<file path="config.mk">
export PLATFORM = sky130hd
export DESIGN_NAME = utf16_to_utf8_encoder_unit
export DESIGN_NICKNAME = d
export VERILOG_FILES = /design/src/sv/u2u8_pkg.sv /design/src/sv/u2u8_front.sv /design/src/sv/u2u8_serializer.sv /design/src/sv/utf16_to_utf8_encoder_unit.sv
export SDC_FILE = /design/constraint.sdc
export NUM_CORES = 1
export LEC_CHECK = 0
export BUFFER_PORTS_ARGS = -buffer_cell sky130_fd_sc_hd__buf_2
export CAP_MARGIN = 5
export CELL_PAD_IN_SITES_DETAIL_PLACEMENT = 1
export CELL_PAD_IN_SITES_GLOBAL_PLACEMENT = 1
export CORE_UTILIZATION = 47
export CTS_CLUSTER_SIZE = 30
export DETAILED_ROUTE_END_ITERATION = 10
export GPL_TIMING_DRIVEN = 0
export PLACE_DENSITY = 0.88
export SYNTH_ARGS = -nofsm -noshare
export SYNTH_HDL_FRONTEND = slang
export SYNTH_SLANG_ARGS = --single-unit
</file>
<file path="constraint.sdc">
create_clock -name clk -period 9.25 [get_ports clk]
set_input_delay 0.4625 -clock clk [delete_from_list [all_inputs] [get_ports clk]]
set_output_delay 0.4625 -clock clk [all_outputs]
set_load 0.02 [all_outputs]
</file>
<file path="src/sv/u2u8_pkg.sv">
package u2u8_pkg;

	localparam logic [15:0] ONE_BYTE_LIMIT = 16'h0080;
	localparam logic [15:0] TWO_BYTE_LIMIT = 16'h0800;
	localparam logic [15:0] HIGH_SUR_FIRST = 16'hd800;
	localparam logic [15:0] HIGH_SUR_LAST  = 16'hdbff;
	localparam logic [15:0] LOW_SUR_FIRST  = 16'hdc00;
	localparam logic [15:0] LOW_SUR_LAST   = 16'hdfff;
	localparam logic [20:0] SUPP_BASE      = 21'h10000;
	localparam logic [7:0]  LEAD4          = 8'hf0;
	localparam logic [7:0]  LEAD3          = 8'he0;
	localparam logic [7:0]  LEAD2          = 8'hc0;
	localparam logic [7:0]  CONT           = 8'h80;

	typedef struct packed {
		logic [3:0][7:0] bytes;
		logic [1:0]      last_idx;
		logic            byte_valid;
		logic            string_end;
	} bundle_t;

endpackage

</file>
<file path="src/sv/u2u8_front.sv">
module u2u8_front #(
	parameter int COUNT_BITS = 16
) (
	input  logic                   clk,
	input  logic                   arst_n,
	input  logic                   accept,
	input  logic [15:0]            code_unit,
	input  logic                   last_unit,
	input  logic [15:0]            capacity,
	output logic                   load,
	output u2u8_pkg::bundle_t      bundle,
	output logic [COUNT_BITS-1:0]  base_count
);
	import u2u8_pkg::*;

	localparam int WW = ((COUNT_BITS > 16) ? COUNT_BITS : 16) + 1;

	logic                  pend_q;
	logic [9:0]            pend_bits_q;
	logic [COUNT_BITS-1:0] count_q;
	logic                  halted_q;

	logic [WW-1:0] cap_w;
	logic [WW-1:0] max_w;
	logic [WW-1:0] cap_eff;
	logic [WW-1:0] cnt_w;
	logic          fits1, fits2, fits3, fits4;
	logic          is_high, is_low;
	logic [20:0]   cp;
	logic [2:0]    nb;
	logic          pend_d;
	logic          halted_d;

	always_comb begin
		cap_w   = WW'(capacity);
		max_w   = WW'({COUNT_BITS{1'b1}});
		cap_eff = (cap_w > max_w) ? max_w : cap_w;
		cnt_w   = WW'(count_q);
		fits1   = (cnt_w + WW'(1)) <= cap_eff;
		fits2   = (cnt_w + WW'(2)) <= cap_eff;
		fits3   = (cnt_w + WW'(3)) <= cap_eff;
		fits4   = (cnt_w + WW'(4)) <= cap_eff;
		is_high = code_unit inside {[HIGH_SUR_FIRST:HIGH_SUR_LAST]};
		is_low  = code_unit inside {[LOW_SUR_FIRST:LOW_SUR_LAST]};
		cp      = SUPP_BASE + {1'b0, pend_bits_q, code_unit[9:0]};
	end

	always_comb begin
		nb              = 3'd0;
		bundle.bytes    = '0;
		pend_d          = 1'b0;
		halted_d        = halted_q;
		if (!halted_q) begin
			if (pend_q && is_low && fits4) begin
				nb = 3'd4;
				bundle.bytes[0] = LEAD4 | {5'd0, cp[20:18]};
				bundle.bytes[1] = CONT | {2'd0, cp[17:12]};
				bundle.bytes[2] = CONT | {2'd0, cp[11:6]};
				bundle.bytes[3] = CONT | {2'd0, cp[5:0]};
			end else if (is_high) begin
				pend_d = !last_unit;
			end else if (code_unit < ONE_BYTE_LIMIT) begin
				if (fits1) begin
					nb = 3'd1;
					bundle.bytes[0] = code_unit[7:0];
				end else begin
					halted_d = 1'b1;
				end
			end else if (code_unit < TWO_BYTE_LIMIT) begin
				if (fits2) begin
					nb = 3'd2;
					bundle.bytes[0] = LEAD2 | {3'd0, code_unit[10:6]};
					bundle.bytes[1] = CONT | {2'd0, code_unit[5:0]};
				end else begin
					halted_d = 1'b1;
				end
			end else begin
				if (fits3) begin
					nb = 3'd3;
					bundle.bytes[0] = LEAD3 | {4'd0, code_unit[15:12]};
					bundle.bytes[1] = CONT | {2'd0, code_unit[11:6]};
					bundle.bytes[2] = CONT | {2'd0, code_unit[5:0]};
				end else begin
					halted_d = 1'b1;
				end
			end
		end
		bundle.byte_valid = (nb != 3'd0);
		bundle.last_idx   = (nb == 3'd0) ? 2'd0 : 2'(nb - 3'd1);
		bundle.string_end = last_unit;
		load              = accept && ((nb != 3'd0) || last_unit);
		base_count        = count_q;
	end

	always_ff @(posedge clk or negedge arst_n) begin
		if (!arst_n) begin
			pend_q      <= 1'b0;
			pend_bits_q <= '0;
			count_q     <= '0;
			halted_q    <= 1'b0;
		end else if (accept) begin
			if (last_unit) begin
				pend_q      <= 1'b0;
				pend_bits_q <= '0;
				count_q     <= '0;
				halted_q    <= 1'b0;
			end else begin
				pend_q   <= pend_d;
				halted_q <= halted_d;
				count_q  <= count_q + COUNT_BITS'(nb);
				if (pend_d) begin
					pend_bits_q <= code_unit[9:0];
				end
			end
		end
	end

endmodule

</file>
<file path="src/sv/u2u8_serializer.sv">
module u2u8_serializer #(
	parameter int COUNT_BITS = 16
) (
	input  logic                  clk,
	input  logic                  arst_n,
	input  logic                  load,
	input  u2u8_pkg::bundle_t     bundle,
	input  logic [COUNT_BITS-1:0] base_count,
	output logic                  ready,
	output logic                  out_valid,
	input  logic                  out_stall,
	output logic [7:0]            out_byte,
	output logic                  byte_valid,
	output logic                  run_last,
	output logic                  string_end,
	output logic [15:0]           total_bytes
);
	import u2u8_pkg::*;

	logic                  vld_q;
	bundle_t               bun_q;
	logic [COUNT_BITS-1:0] base_q;
	logic [1:0]            idx_q;
	logic                  take;
	logic                  at_final;
	logic [COUNT_BITS-1:0] total;

	always_comb begin
		take        = vld_q && !out_stall;
		at_final    = (idx_q == bun_q.last_idx);
		ready       = !vld_q || (take && at_final);
		total       = base_q + COUNT_BITS'(idx_q) + COUNT_BITS'(bun_q.byte_valid);
		out_valid   = vld_q;
		out_byte    = bun_q.byte_valid ? bun_q.bytes[idx_q] : 8'd0;
		byte_valid  = bun_q.byte_valid;
		run_last    = at_final;
		string_end  = at_final && bun_q.string_end;
		total_bytes = 16'(total);
	end

	always_ff @(posedge clk or negedge arst_n) begin
		if (!arst_n) begin
			vld_q <= 1'b0;
			idx_q <= '0;
		end else if (load) begin
			vld_q <= 1'b1;
			idx_q <= '0;
		end else if (take) begin
			if (at_final) begin
				vld_q <= 1'b0;
			end else begin
				idx_q <= idx_q + 2'd1;
			end
		end
	end

	always_ff @(posedge clk) begin
		if (load) begin
			bun_q  <= bundle;
			base_q <= base_count;
		end
	end

endmodule

</file>
<file path="src/sv/utf16_to_utf8_encoder_unit.sv">
// UTF-16 to UTF-8 encoder. Each accepted code unit is encoded and registered
// into a buffer of up to four bytes, which leaves one byte per output
// transaction: one to four per unit (its UTF-8 length; one for an end
// marker), none for a byteless unit not ending a string. The next unit is
// accepted in the cycle its predecessor's last byte is taken. A high
// surrogate is held for the next unit; out_capacity limits the bytes of one
// string, and every string closes with a result carrying string_end and the
// total byte count. out_capacity may be written only while the block is idle.
module utf16_to_utf8_encoder_unit #(
	parameter int COUNT_BITS = 16
) (
	input  logic        clk,
	input  logic        arst_n,
	input  logic        cfg_valid,
	output logic        cfg_ready,
	input  logic [15:0] out_capacity,
	input  logic        in_valid,
	output logic        in_stall,
	input  logic [15:0] code_unit,
	input  logic        last_unit,
	output logic        out_valid,
	input  logic        out_stall,
	output logic [7:0]  out_byte,
	output logic        byte_valid,
	output logic        run_last,
	output logic        string_end,
	output logic [15:0] total_bytes
);
	import u2u8_pkg::*;

	logic [15:0]           capacity_q;
	logic                  ready;
	logic                  accept;
	logic                  load;
	bundle_t               bundle;
	logic [COUNT_BITS-1:0] base_count;

	assign cfg_ready = 1'b1;
	assign in_stall  = !ready;
	assign accept    = in_valid && ready;

	always_ff @(posedge clk or negedge arst_n) begin
		if (!arst_n) begin
			capacity_q <= 16'hffff;
		end else if (cfg_valid) begin
			capacity_q <= out_capacity;
		end
	end

	u2u8_front #(.COUNT_BITS(COUNT_BITS)) u_front (
		.clk        (clk),
		.arst_n     (arst_n),
		.accept     (accept),
		.code_unit  (code_unit),
		.last_unit  (last_unit),
		.capacity   (capacity_q),
		.load       (load),
		.bundle     (bundle),
		.base_count (base_count)
	);

	u2u8_serializer #(.COUNT_BITS(COUNT_BITS)) u_ser (
		.clk         (clk),
		.arst_n      (arst_n),
		.load        (load),
		.bundle      (bundle),
		.base_count  (base_count),
		.ready       (ready),
		.out_valid   (out_valid),
		.out_stall   (out_stall),
		.out_byte    (out_byte),
		.byte_valid  (byte_valid),
		.run_last    (run_last),
		.string_end  (string_end),
		.total_bytes (total_bytes)
	);

endmodule

</file>
==> qor.json <==
{
  "drive_above_1_share": {"value": 0.185},
  "h-tree-depth": {"value": 3},
  "setup_total_negative_slack": {"value": 0, "unit": "ns"},
  "fill_cells": {"value": 1677},
  "reg2regPathDepth": {"value": 23},
  "proportion_of_netlist_area_held_by_the_largest_area_contributor": {"value": 0.207},
  "grt_pass1_wl": {"value": 34800, "unit": "microns"},
  "grt_usage": {"value": 0.289},
  "worst_min_delay_path_class": {"value": "in2async"},
  "netlist_top_cells_count": {"value": "sky130_fd_sc_hd__ha_1, sky130_fd_sc_hd__nand2_1, sky130_fd_sc_hd__nor2_1"},
  "post_cts.repair.setup_buffers": {"value": 0},
  "net_count_after_synthesis": {"value": 840},
  "ctsResizeCount": {"value": 0},
  "multi_input_comb_area": {"value": 4110, "unit": "sq um"},
  "clock_sinks": {"value": 96},
  "fp.dieW": {"value": 125, "unit": "microns"},
  "slew_at_the_pin_with_the_worst_max_slew_slack": {"value": 1.20, "unit": "ns"},
  "rsz_0062_raised_after_global_routing": {"value": "no"},
  "die_area": {"value": 15600, "unit": "sq um"},
  "netlist_top_cells_area": {"value": "sky130_fd_sc_hd__edfxtp_1, sky130_fd_sc_hd__ha_1, sky130_fd_sc_hd__dfrtp_1"},
  "first_global_vias": {"value": 6371},
  "timing.slew.headroom": {"value": 0.176},
  "finalWeightedCongestion": {"value": 0.951},
  "pin_count_of_the_biggest_net_entering_global_routing": {"value": 48},
  "final_nets": {"value": 919},
  "drt-initial-drc-count": {"value": 566},
  "netlist_instances": {"value": 726},
  "globalRouteOverflowTotal": {"value": 0},
  "tritoncts": {"value": "built"},
  "sum_of_routed_wire_length_over_all_layers": {"value": 21400, "unit": "microns"},
  "timing.setup.critical_path_class": {"value": "reg2reg"},
  "postRouteAntennaNets": {"value": 0},
  "port_buffers": {"value": 66},
  "postLayoutSetupSlackWorst": {"value": 2.33, "unit": "ns"},
  "synth.distinct_cells": {"value": 76},
  "critical-path-max-stage-delay": {"value": 1.03, "unit": "ns"},
  "floorplan.initialDensity": {"value": 0.484},
  "holdWs": {"value": 0.295, "unit": "ns"},
  "viasPerCell": {"value": 6.01},
  "worstSetupStartpointType": {"value": "register"},
  "clk_transition_reported_paths": {"value": 0.08, "unit": "ns"},
  "worst_ep_required_time": {"value": 9.48, "unit": "ns"},
  "final-hold-violation-count": {"value": 0},
  "ys_seq_area_frac": {"value": 0.376},
  "synth_area": {"value": 7090, "unit": "sq um"},
  "wl_per_cell": {"value": 21.5, "unit": "microns"},
  "vias": {"value": 5976},
  "postSynth.asyncResetShare": {"value": 0.490},
  "synth_edf_count": {"value": 49},
  "status": {"value": "complete, but fails checks"},
  "fin_crit": {"value": 6.92, "unit": "ns"},
  "dpl_worst_slack": {"value": 2.51, "unit": "ns"},
  "detailed_router_iteration_count_before_antenna_repair": {"value": 8},
  "root_driver": {"value": "sky130_fd_sc_hd__clkbuf_16"},
  "worst_setup_path_end_kind": {"value": "register"},
  "sequential_cell_area": {"value": 2670, "unit": "sq um"},
  "finalCritPeriodShare": {"value": 0.749},
  "antenna_found_initial": {"value": 0},
  "cpMaxStageDelayCell": {"value": "sky130_fd_sc_hd__a2111oi_0"},
  "total_leakage_power": {"value": 3.60, "unit": "nW"},
  "post_synthesis_area_per_instance": {"value": 9.77, "unit": "sq um"},
  "drc_errors": {"value": 16},
  "number_of_standard_cell_rows_in_the_floorplan": {"value": 44},
  "postCtsHoldBufs": {"value": 0},
  "synth-seq-cells": {"value": 96},
  "failing_checks": {"value": "design-rule violations"},
  "top_level_ports": {"value": 68},
  "synthDominantAreaCellType": {"value": "sky130_fd_sc_hd__edfxtp_1"},
  "detailedPlacementHpwl": {"value": 16900, "unit": "microns"},
  "slew_violations": {"value": 0},
  "path_cells": {"value": "clkbuf_1, inv_1, ha_1, nor3_1, nand3_1, xnor2_1, ha_1, a21oi_1, nor3_1, a2111oi_0, o2111ai_1, a21oi_2, buf_2, a21oi_1, nor2_1, ha_1, fa_1, a21oi_1, or3b_1, buf_2, nor4_2, xnor2_1, nor2_1"},
  "chipHeight": {"value": 125, "unit": "microns"},
  "crit_arrival": {"value": 7.15, "unit": "ns"},
  "tritoncts_buffer_count": {"value": 9},
  "clk-insertion-delay-late": {"value": 0.36, "unit": "ns"},
  "cp_max_fo": {"value": 10},
  "clock_buffer_depth": {"value": 2},
  "antenna_cells": {"value": 0},
  "synth.most_common_cell": {"value": "sky130_fd_sc_hd__ha_1"},
  "ys.flop_type": {"value": "sky130_fd_sc_hd__edfxtp_1"},
  "fmaxAchievable": {"value": 0.144, "unit": "GHz"},
  "drv.max_cap_violation_count": {"value": 0},
  "yosys_warnings": {"value": 0},
  "syn2layout_area_growth": {"value": 13.1, "unit": "%"},
  "worst_ir_drop_vdd": {"value": 123, "unit": "uV"},
  "finalClockSkew": {"value": 0.00965, "unit": "ns"},
  "pwr_density_cell": {"value": 203, "unit": "nW/um^2"},
  "floorplan.core_area": {"value": 14600, "unit": "sq um"},
  "timing.final.setup_violations": {"value": 0}
}
==> layout by cell type (no fill, tap or decap), types with 4 or more instances in the layout <==
cell | synthesis | layout
sky130_fd_sc_hd__a21oi_1 | 31 | 31
sky130_fd_sc_hd__dfstp_2 | 16 | 16
sky130_fd_sc_hd__clkbuf_1 | 8 | 8
sky130_fd_sc_hd__and3_1 | 5 | 5
sky130_fd_sc_hd__nand2_1 | 71 | 71
sky130_fd_sc_hd__buf_4 | 11 | 11
sky130_fd_sc_hd__a32oi_1 | 5 | 5
sky130_fd_sc_hd__nor3_1 | 16 | 16
sky130_fd_sc_hd__ha_1 | 73 | 73
sky130_fd_sc_hd__mux2i_1 | 4 | 4
sky130_fd_sc_hd__and2_1 | 17 | 17
sky130_fd_sc_hd__nor4_1 | 6 | 6
sky130_fd_sc_hd__dfrtp_1 | 31 | 31
sky130_fd_sc_hd__a21o_1 | 8 | 8
sky130_fd_sc_hd__o21ai_0 | 38 | 38
sky130_fd_sc_hd__clkbuf_16 | 0 | 9
sky130_fd_sc_hd__inv_1 | 37 | 37
sky130_fd_sc_hd__nor2_1 | 58 | 58
sky130_fd_sc_hd__buf_2 | 9 | 75
sky130_fd_sc_hd__xnor2_1 | 42 | 42
sky130_fd_sc_hd__nand2b_1 | 4 | 4
sky130_fd_sc_hd__mux4_2 | 7 | 7
sky130_fd_sc_hd__a32o_1 | 4 | 4
sky130_fd_sc_hd__a211oi_1 | 6 | 6
sky130_fd_sc_hd__o31ai_1 | 5 | 5
sky130_fd_sc_hd__nand4_1 | 18 | 18
sky130_fd_sc_hd__a22oi_1 | 5 | 5
sky130_fd_sc_hd__edfxtp_1 | 49 | 49
sky130_fd_sc_hd__a22o_1 | 10 | 10
sky130_fd_sc_hd__nand3_1 | 24 | 24
sky130_fd_sc_hd__xor2_1 | 40 | 40
==> registers in the layout, indices dropped and copies added (netlist names) <==
| signal | cells |
|---|---|
| u_ser.bun_q | 32 |
| u_ser.idx_q | 2 |
| u_front.pend_q | 1 |
| u_ser.base_q | 16 |
| u_ser.out_valid | 1 |
| u_front.halted_q | 1 |
| u_front.pend_bits_q | 10 |
| u_front.base_count | 16 |
| capacity_q | 16 |
| u_ser.byte_valid | 1 |
==> power by group <==
part | internal (W) | switching (W) | total (W)
Clock | 0.000191 | 0.000195 | 0.000386
Combinational | 0.000257 | 0.000391 | 0.000648
Sequential | 0.000534 | 0.0000576 | 0.000591
==> critical path: cells and delay by family (launching register included) <==
family / cells / cell delay [ns]
compound gates: 6 / 2.16
xor+xnor: 2 / 0.39
buf+inv: 4 / 1.12
simple gates: 7 / 1.50
fa+ha+maj: 4 / 1.05
flops: 1 / 0.57
==> cell families after synthesis <==
| kind of cell | after synthesis | share of synthesized area |
|---|---|---|
| AOI/OAI and AO/OA | 140 | 0.134 |
| buffers and inverters | 71 | 0.0462 |
| muxes | 12 | 0.0295 |
| xor gates and xnor gates | 82 | 0.101 |
| and+or+nand+nor | 248 | 0.176 |
| adders and majority gates | 76 | 0.137 |
| other | 1 | 0.000529 |
| DFF | 96 | 0.376 |
==> per-layer routing <==
metal  GRT usage  share of wire
met1       0.387           0.43
met2       0.487           0.48
met3      0.0352          0.063
met4      0.0940          0.022
met5           0              0
==> cell type report <==
| type | instances | share of cell area |
|---|---|---|
| inverters | 38 | 0.0178 |
| flip-flops and latches | 96 | 0.333 |
| repair buffers | 68 | 0.0480 |
| well taps | 184 | 0.0287 |
| clock inverters | 7 | 0.00905 |
| plain buffers | 33 | 0.0231 |
| multi-input cells | 559 | 0.513 |
| clock buffers | 9 | 0.0281 |
==> path summary, 6_finish.rpt <==
kind / slack, ns / to / start
max in group asynchronous: 8.29 / u_front.base_count[13]$_DFFE_PN0P_ / arst_n
hold reg to reg: 0.46 / u_ser.base_q[4]$_DFFE_PP_ / u_front.base_count[4]$_DFFE_PN0P_
setup reg to reg: 2.33 / u_front.base_count[14]$_DFFE_PN0P_ / u_front.base_count[1]$_DFFE_PN0P_
hold / removal: 0.30 / u_front.pend_bits_q[9]$_DFFE_PN0P_ / arst_n
min in group clk: 0.31 / capacity_q[15]$_DFFE_PN1P_ / out_capacity[15]
setup / recovery: 2.33 / u_front.base_count[14]$_DFFE_PN0P_ / u_front.base_count[1]$_DFFE_PN0P_
==> per-stage QoR <==
stage	utilization	total power [W]	instance area, sq um	cells
3_5_place_dp	0.528	0.00124	7720	978
5_1_grt	0.548	0.00171	8020	994
3_3_place_gp	0.523	0.00118	7650	976
4_1_cts	0.548	0.00163	8020	994
6_report	0.548	0.00163	8020	994
2_1_floorplan	-	0.00102	7090	726
Power figures use the tool's default switching activity.
